`src/sv/tos_pkg.sv`:
```
// Package for the timed output sequencer.
// Holds the item structs, the register index codes and the phase codes.
// No dependencies.
package tos_pkg;

  // Register indexes on the configuration port.
  localparam logic [1:0] REG_MODE_MONOSTABLE = 2'd0;
  localparam logic [1:0] REG_DELAY_OR_PERIOD = 2'd1;
  localparam logic [1:0] REG_ACTIVE_OR_DUTY  = 2'd2;

  // Sequencer phase codes.
  localparam logic [1:0] PH_IDLE  = 2'd0;
  localparam logic [1:0] PH_DELAY = 2'd1;
  localparam logic [1:0] PH_HOLD  = 2'd2;
  localparam logic [1:0] PH_OFF   = 2'd3;

  // Width of the configuration data and of the configuration registers.
  localparam int CFG_BITS = 16;

  typedef struct packed {
    logic write_request;
    logic request_value;
    logic tick_elapsed;
  } tos_in_t;

  typedef struct packed {
    logic       output_level;
    logic [1:0] sequencer_state;
    logic       request_active;
  } tos_out_t;

endpackage

```
`src/sv/timed_output_sequencer.sv`:
```
// Timed output sequencer: delayed one-shot and periodic output channel.
// The result of a tick item is registered when the item is accepted.
// Throughput: one tick item per cycle; a full result register that is not
// taken holds off the next item. Reset clears the request latch, phase,
// timer, pin level, configuration registers and the result valid flag.
// Depends on tos_pkg.
module timed_output_sequencer
  import tos_pkg::*;
#(
  parameter int TIMER_BITS = 16
) (
  input  logic                clk,
  input  logic                rst,
  input  logic                cfg_valid,
  output logic                cfg_ready,
  input  logic [1:0]          cfg_index,
  input  logic [CFG_BITS-1:0] cfg_data,
  input  logic                tick_valid,
  output logic                tick_ready,
  input  tos_in_t             tick_item,
  output logic                res_valid,
  input  logic                res_ready,
  output tos_out_t            res_item
);

  // Configuration registers.
  logic                mode_monostable;
  logic [CFG_BITS-1:0] delay_or_period;
  logic [CFG_BITS-1:0] active_or_duty;

  // Channel state.
  logic                  request_latch;
  logic [1:0]            phase;
  logic [TIMER_BITS-1:0] countdown;
  logic                  pin_level;

  // Next state of the channel for the item at the input.
  logic                  request_next;
  logic [1:0]            phase_next;
  logic [TIMER_BITS-1:0] countdown_next;
  logic                  pin_next;

  // Timer load values, truncated or extended to the timer width.
  logic [31:0]           delay_wide;
  logic [31:0]           active_wide;
  logic [31:0]           gap_wide;
  logic [TIMER_BITS-1:0] delay_load;
  logic [TIMER_BITS-1:0] active_load;
  logic [TIMER_BITS-1:0] gap_load;

  logic tick_accept;

  assign cfg_ready   = 1'b1;
  assign tick_ready  = !rst && (!res_valid || res_ready);
  assign tick_accept = tick_valid && tick_ready;

  assign delay_wide  = 32'(delay_or_period);
  assign active_wide = 32'(active_or_duty);
  assign gap_wide    = delay_wide - active_wide;
  assign delay_load  = delay_wide[TIMER_BITS-1:0];
  assign active_load = active_wide[TIMER_BITS-1:0];
  assign gap_load    = gap_wide[TIMER_BITS-1:0];

  // Configuration writes; an index beyond the list is ignored.
  always_ff @(posedge clk) begin
    if (rst) begin
      mode_monostable <= 1'b0;
      delay_or_period <= '0;
      active_or_duty  <= '0;
    end else if (cfg_valid && cfg_ready) begin
      case (cfg_index)
        REG_MODE_MONOSTABLE: mode_monostable <= cfg_data[0];
        REG_DELAY_OR_PERIOD: delay_or_period <= cfg_data;
        REG_ACTIVE_OR_DUTY:  active_or_duty  <= cfg_data;
        default: ;
      endcase
    end
  end

  // One evaluation step: latch write, timer tick, then the phase logic.
  always_comb begin
    logic go;
    request_next   = tick_item.write_request ? tick_item.request_value : request_latch;
    countdown_next = (tick_item.tick_elapsed && countdown != '0) ?
                     countdown - TIMER_BITS'(1) : countdown;
    phase_next     = phase;
    pin_next       = pin_level;
    go             = 1'b1;

    if (!request_next) begin
      // A cleared request drops the pin and returns to idle.
      pin_next       = 1'b0;
      countdown_next = '0;
      phase_next     = PH_IDLE;
    end else if (mode_monostable) begin
      // Delayed one-shot.
      if (phase_next == PH_IDLE) begin
        if (delay_or_period != '0) begin
          countdown_next = delay_load;
          phase_next     = PH_DELAY;
        end
      end else if (phase_next != PH_DELAY && phase_next != PH_HOLD) begin
        go = 1'b0;
      end
      if (go && phase_next != PH_HOLD) begin
        if (countdown_next != '0) begin
          go = 1'b0;
        end else begin
          pin_next = 1'b1;
          if (active_or_duty != '0) begin
            countdown_next = active_load;
            phase_next     = PH_HOLD;
          end else begin
            phase_next = PH_IDLE;
            go         = 1'b0;
          end
        end
      end
      if (go && countdown_next == '0) begin
        request_next = 1'b0;
        phase_next   = PH_IDLE;
      end
    end else begin
      // Periodic duty cycle.
      if (phase_next == PH_IDLE) begin
        if (countdown_next != '0) begin
          go = 1'b0;
        end else begin
          pin_next = 1'b1;
          if (active_or_duty >= delay_or_period) begin
            go = 1'b0;
          end else begin
            countdown_next = active_load;
            phase_next     = PH_OFF;
          end
        end
      end else if (phase_next != PH_OFF) begin
        go = 1'b0;
      end
      if (go && countdown_next == '0) begin
        pin_next       = 1'b0;
        countdown_next = gap_load;
        phase_next     = PH_IDLE;
      end
    end
  end

  // Channel state and the result register advance together on each item.
  always_ff @(posedge clk) begin
    if (rst) begin
      request_latch <= 1'b0;
      phase         <= PH_IDLE;
      countdown     <= '0;
      pin_level     <= 1'b0;
      res_valid     <= 1'b0;
    end else begin
      if (tick_accept) begin
        request_latch <= request_next;
        phase         <= phase_next;
        countdown     <= countdown_next;
        pin_level     <= pin_next;
        res_valid     <= 1'b1;
      end else if (res_ready) begin
        res_valid <= 1'b0;
      end
    end
  end

  // Result payload; no reset needed.
  always_ff @(posedge clk) begin
    if (tick_accept) begin
      res_item.output_level    <= pin_next;
      res_item.sequencer_state <= phase_next;
      res_item.request_active  <= request_next;
    end
  end

endmodule

```
`config.mk`:
```
export PLATFORM = sky130hd
export DESIGN_NAME = timed_output_sequencer
export DESIGN_NICKNAME = d
export VERILOG_FILES = /design/src/sv/tos_pkg.sv /design/src/sv/timed_output_sequencer.sv
export SDC_FILE = /design/constraint.sdc
export NUM_CORES = 1
export LEC_CHECK = 0
export ABC_AREA = 0
export BUFFER_PORTS_ARGS = -buffer_cell sky130_fd_sc_hd__buf_2
export CORE_AREA = 2 2 107 109
export CTS_CLUSTER_SIZE = 12
export DETAILED_ROUTE_END_ITERATION = 10
export DIE_AREA = 0 0 109 111
export PLACE_DENSITY = 0.72
export SLEW_MARGIN = 20
export SYNTH_ARGS = -nofsm -noshare
export SYNTH_HDL_FRONTEND = slang
export SYNTH_SLANG_ARGS = --single-unit
```
`constraint.sdc`:
```
create_clock -name clk -period 3.4 [get_ports clk]
set_input_delay 0.17 -clock clk [delete_from_list [all_inputs] [get_ports clk]]
set_output_delay 0.17 -clock clk [all_outputs]
set_load 0.05 [all_outputs]
```
# After elaboration in Yosys (flattened, before gate mapping)
# Index checks and enable logic that the tools add are counted.
dict set report word_totals {
  register_bits 58
  in_bits 26
  out_inout_bits 7
}
dict set report op_classes {
  n_addsub 2
  order_cmp 1
  eq_ne 6
  n_mux 60
  n_reduce_logical 23
}
# cell n
set op_table {}
lappend op_table {{$mux W16} 18}
lappend op_table {{$reduce_bool A16 Y1} 5}
lappend op_table {{$logic_not A16 Y1} 2}
lappend op_table {{$mux W1} 28}
lappend op_table {{$mux W2} 14}
lappend op_table {{$ge A16 B16 Y1} 1}
lappend op_table {{$sub A16 B1 Y16 const B} 1}
lappend op_table {{$sub A16 B16 Y16} 1}
lappend op_table {{$logic_and A1 B1 Y1} 7}
lappend op_table {{$ne A2 B2 Y1 const B} 3}
lappend op_table {{$reduce_and A2 Y1} 3}
lappend op_table {{$logic_not A2 Y1} 2}
lappend op_table {{$eq A2 B1 Y1 const B} 1}
lappend op_table {{$eq A2 B2 Y1 const B} 1}
lappend op_table {{$logic_not A1 Y1} 2}
lappend op_table {{$ne A2 B1 Y1 const B} 1}
lappend op_table {{$reduce_bool A2 Y1} 1}
lappend op_table {{$logic_or A1 B1 Y1} 1}

# Longest topological paths before layout
dict set report logic_depth {
  depth_word 17
  ltp_mapped 13
}

# Worst setup path after synthesis
# OpenSTA, ideal clock, no wires.
dict set report synth_path {
  path_type {register to register}
  startpoint {register countdown[0]}
  endpoint {register res_item[2] (netlist name) (data pin)}
  arrival_time_ps 3016
  path_slack_ps 125
  stages_incl_launch_ff 12
  path_buffers 1
  synth_period_minus_slack_ps 3275
  path_cell_list {dfxtp_1 > clkbuf_1 > inv_1 > ha_1 > and4bb_2 > nand3_1 > mux2_2 > or3_1 > o32a_4 > or4_1 > nand2_1 > a21oi_1}
}
dict set report synth_via {
  elab_chain_cells 17
  elab_cells_between_ends 40
}
# element line_no
set synth_lines {}
lappend synth_lines {{start, declared} timed_output_sequencer.sv:34} ;# logic [TIMER_BITS-1:0] countdown;
lappend synth_lines {{start signal, assigned} timed_output_sequencer.sv:160} ;# countdown <= countdown_next;
lappend synth_lines {{branches (longest 2 deep; another with $sub A16 B1 Y16)} --}
lappend synth_lines {{$mux W16 (*)} timed_output_sequencer.sv:84} ;# countdown_next = (tick_item.tick_elapsed && countdown != '0) ?
lappend synth_lines {{$mux W16} timed_output_sequencer.sv:98} ;# if (delay_or_period != '0) begin
lappend synth_lines {{$mux W16} timed_output_sequencer.sv:97} ;# if (phase_next == PH_IDLE) begin
lappend synth_lines {{$mux W16} timed_output_sequencer.sv:95} ;# end else if (mode_monostable) begin
lappend synth_lines {{$mux W16} timed_output_sequencer.sv:90} ;# if (!request_next) begin
lappend synth_lines {{$reduce_bool A16 Y1 / $mux W16 (equally long branches)} {timed_output_sequencer.sv:106, timed_output_sequencer.sv:110}}
lappend synth_lines {{$mux W16} timed_output_sequencer.sv:106} ;# if (countdown_next != '0) begin
lappend synth_lines {{$mux W16} timed_output_sequencer.sv:105} ;# if (go && phase_next != PH_HOLD) begin
lappend synth_lines {{$mux W16} timed_output_sequencer.sv:95}
lappend synth_lines {{$mux W16} timed_output_sequencer.sv:90}
lappend synth_lines {{$logic_not A16 Y1} timed_output_sequencer.sv:119} ;# if (go && countdown_next == '0) begin
lappend synth_lines {{$logic_and A1 B1 Y1} timed_output_sequencer.sv:119}
lappend synth_lines {{$mux W2} timed_output_sequencer.sv:119}
lappend synth_lines {{$mux W2 (*)} timed_output_sequencer.sv:95}
lappend synth_lines {{$mux W2 (*)} timed_output_sequencer.sv:90}
lappend synth_lines {{named net phase_next[1]} timed_output_sequencer.sv:39} ;# logic [1:0] phase_next;
lappend synth_lines {{end, declared} timed_output_sequencer.sv:23} ;# output tos_out_t res_item
# Mark *: on every way through the listed nets, which the timed path passes. The select of a mux whose other input is x is not followed.
# A chain may end at the register's enable or synchronous reset.

# Final worst setup path
dict set report layout_path {
  startpoint {register countdown[1]}
  endpoint {register countdown[10]}
}
dict set report layout_via {
  elab_chain_cells 14
  elab_cells_between_ends 29
}
# element line_no
set layout_lines {}
lappend layout_lines {{branches (longest 2 deep; another with $sub A16 B1 Y16)} --}
lappend layout_lines {{$mux W16 (*)} timed_output_sequencer.sv:84}
lappend layout_lines {{$mux W16} timed_output_sequencer.sv:98}
lappend layout_lines {{$mux W16} timed_output_sequencer.sv:97}
lappend layout_lines {{$mux W16} timed_output_sequencer.sv:95}
lappend layout_lines {{$mux W16} timed_output_sequencer.sv:90}
lappend layout_lines {{$reduce_bool A16 Y1 / $mux W16 (equally long branches)} {timed_output_sequencer.sv:106, timed_output_sequencer.sv:110}}
lappend layout_lines {{$mux W16} timed_output_sequencer.sv:106}
lappend layout_lines {{$mux W16} timed_output_sequencer.sv:105}
lappend layout_lines {{$mux W16} timed_output_sequencer.sv:95}
lappend layout_lines {{$mux W16} timed_output_sequencer.sv:90}
lappend layout_lines {{$mux W16 (*)} timed_output_sequencer.sv:95}
lappend layout_lines {{$mux W16 (*)} timed_output_sequencer.sv:90}
# Mark *: on every way between the ends. The select of a mux whose other input is x is not followed.

==> impl_metrics.py <==
metrics = {
    "status": {
        "outcome": "complete, no violations",
    },
    "clock_tree": {
        "cts_max_level": 3,
        "cts.sinks": 58,
        "cts_tree": "yes",
        "postCtsSetupBuffers": 0,
        "max-clock-path-buffers": 2,
        "root_buffer": "clkbuf_16",
        "clk_pin_slew_worst_paths_ns": 0.05,
        "clock_latency_ns": 0.34,
        "cts_inserted_buffers": 9,
    },
    "placement": {
        "place_hpwl_um": 12830,
        "dp_cells": 838,
        "gp_congestion": 0.9984,
        "pre_cts_ws_ns": 0.08824,
        "port_buffers": 31,
        "placed_area_mm2": 0.005331,
    },
    "global_routing": {
        "grt_max_degree": 52,
        "track_usage_pct": 28.21,
        "grt_pass1_vias": 5021,
        "antenna_found_initial": 0,
        "overflow": 0,
        "grt_first_pass_wirelength_um": 26570,
    },
    "flow_run": {
        "max_cap_viol_count": 0,
    },
    "die": {
        "start_util_pct": 43.13,
        "die_w_um": 109,
        "num_rows": 39,
        "die_h_um": 111,
        "pin_count": 33,
        "dieArea_mm2": 0.01210,
        "coreArea_mm2": 0.01108,
    },
    "finish": {
        "nFillCells": 1070,
        "area_growth_pct": 18.54,
        "layout-drive-gt1-share_pct": 18.71,
        "diodes": 0,
        "final_cells": 854,
        "utilization_pct": 51.12,
        "fin_area_mm2": 0.005663,
        "layout.nets": 750,
    },
    "logic_synthesis": {
        "synthCells": 649,
        "yosysWarnings": 0,
        "synth_area_mm2": 0.004777,
        "ys_types": 79,
        "syn_avg_cell_area_um2": 7.361,
        "ys_ff_latch": 58,
        "synth_enable_flop_cells": 4,
        "syn_nets": 693,
        "ys_seq_area_share_pct": 25.14,
        "synthFlopType": "dfxtp_1",
        "async_flop_share_pct": 0,
    },
    "pwr": {
        "powerDensity_mw_per_mm2": 559.7,
        "power_switching_w": 0.001309,
        "p_sw_share_pct": 41.30,
        "comb_power_share_pct": 51.1,
        "irDropWorstVdd_uv": 264.1,
        "clkPwrFrac_pct": 24.8,
        "power_frac_seq_pct": 24.1,
        "p_int_w": 0.001860,
        "leakage_nw": 2.203,
    },
    "setup_path": {
        "crit_type": "register to register",
        "reg2reg_from": "countdown[1]",
        "worstPathArrival_ns": 3.48,
        "crit_path_start_kind": "register",
        "path_max_fanout": 12,
        "crit_start": "countdown[1]",
        "end_kind": "register",
        "r2r_setup_slack_ns": 0.16,
        "cp.required_ns": 3.64,
    },
    "routing": {
        "drt-pass1-iter-count": 5,
        "drc": 0,
        "first_iter_violations": 679,
        "vias": 5402,
        "ant_nets": 0,
        "wl_um": 16620,
        "vias_per_cell": 6.326,
        "avgRoutedWirePerCell_um": 19.46,
    },
    "sta": {
        "setup-violations-final": 0,
        "finalCritPeriodShare_pct": 95.29,
        "hold_viol": 0,
        "clock_skew_ns": 0.008169,
        "setup_ws_ns": 0.1602,
        "post-route-min-period_ns": 3.240,
        "rsz0062_at_grt": "false",
        "slew_violations": 0,
        "worst_slew_margin_rel_pct": 38.10,
        "fmax_mhz": 308.7,
        "tightest_slew_ns": 0.9285,
        "fin_setup_tns_ns": 0,
    },
    "worst_hold_path": {
        "holdCritPathClass": "input port to register",
        "worstHoldStart": "tick_valid",
    },
}
[final cells by class]
type / count / area (um^2) / area share (%)
multi-input combinational: 520 / 3361 / 59.35
clock inverter: 6 / 23.77 / 0.4198
inverter: 35 / 131.4 / 2.320
clock buffer: 10 / 229.0 / 4.043
timing repair buffer: 82 / 538.0 / 9.501
tap: 143 / 178.9 / 3.160
sequential: 58 / 1201 / 21.21
[logic make-up after synthesis]
family                   count (synthesis)  share of synthesized area [%]
flip-flops                              58                          25.14
XOR/XNOR                                13                          2.383
AND/OR/NAND/NOR                        265                          29.05
buffers and inverters                   71                          6.155
adder cells (fa/ha/maj)                 18                          4.872
multiplexers                            14                          3.143
AO/OA/AOI/OAI                          209                          29.18
other                                    1                        0.07850
[cell usage after synthesis, drive strengths merged (4+ instances only)]
master,count,area share (%)
nand2,104,8.2
a21oi,78,8.2
dfxtp,54,23
nor2,50,4.0
o21ai,36,3.8
inv,35,2.8
clkbuf,26,2.0
ha,17,4.5
nor3,17,2.0
nor4,16,3.6
nand3,15,1.6
nand4,13,2.0
a211oi,10,1.6
a221oi,10,1.8
buf,10,1.4
or3,10,1.3
xnor2,10,1.8
o211ai,9,1.4
mux2,8,1.9
nand3b,8,1.3
o31ai,8,1.3
a21o,7,1.1
mux2i,6,1.3
a21boi,5,0.79
a311oi,5,0.92
nand2b,5,0.65
or4,5,0.79
a222oi,4,0.84
a31oi,4,0.52
edfxtp,4,2.5
or2,4,0.52
[per-stage QoR]
stage               hold WS, ns  power (W)
CTS                     0.07076   0.003081
global placement         0.4010   0.002282
finish                  0.06911   0.003170
detailed placement       0.4149   0.002290
global route            0.08833   0.003317
floorplan                0.2907   0.001804
[routing by layer]
metal	track usage, %	part of all wire [%]	routed length, um
met5	0	0	0
met4	12.74	4.8	794
met3	4.997	9.6	1597
met2	43.40	44	7345
met1	38.11	41	6878
[worst paths after layout]
path	to	cells after the start
max	countdown[10]	10
min	res_valid	3
max reg2reg	countdown[10]	10
min reg2reg	delay_load[0]	2
[power by group through the flow]
stage	clock [W]	combinational, W	sequential [W]
finish	0.000786	0.00162	0.000764
global route	0.000826	0.00172	0.000767
CTS	0.000791	0.00153	0.000762
detailed placement	0	0.00151	0.000775
global placement	0	0.00151	0.000775
floorplan	0	0.00103	0.000776
[critical path, stage by stage (launching register included)]
cell and delay (ns):
dfxtp_1 0.30, buf_4 0.16, or4b_4 0.56, o21ai_0 0.16, a21boi_2 0.26, nand4_1 0.26
or4_1 0.58, o21ba_4 0.38, buf_4 0.18, a22oi_1 0.06, o31ai_1 0.24
[placed cells by master, fill, tap and decap left out, types with 8 or more instances in the layout]
cell type	instances
nor2_1	49
or3_1	9
nand3_1	15
nor3_1	15
ha_1	16
nand4_1	11
xnor2_1	10
o21ai_0	34
clkbuf_16	9
buf_4	51
a221oi_1	9
nand2_1	104
o31ai_1	8
buf_2	31
inv_1	35
a21oi_1	78
dfxtp_1	54
o211ai_1	9
nor4_1	8
nand3b_1	8
a211oi_1	10
[timing repair]
| item | in CTS | in global routing |
|---|---|---|
| hold endpoints to repair | 0 | 0 |
| endpoints found under the setup margin | 0 | 23 |
| gates resized for setup | 0 | 12 |
| hold buffers | 0 | 0 |
[flip-flops by register name, summed over array words and instances (netlist names)]
name / flops
active_load: 16
countdown: 16
delay_load: 16
mode_monostable: 1
phase: 2
pin_level: 1
request_latch: 1
res_item: 4
res_valid: 1
(Power assumes the default switching activity.)
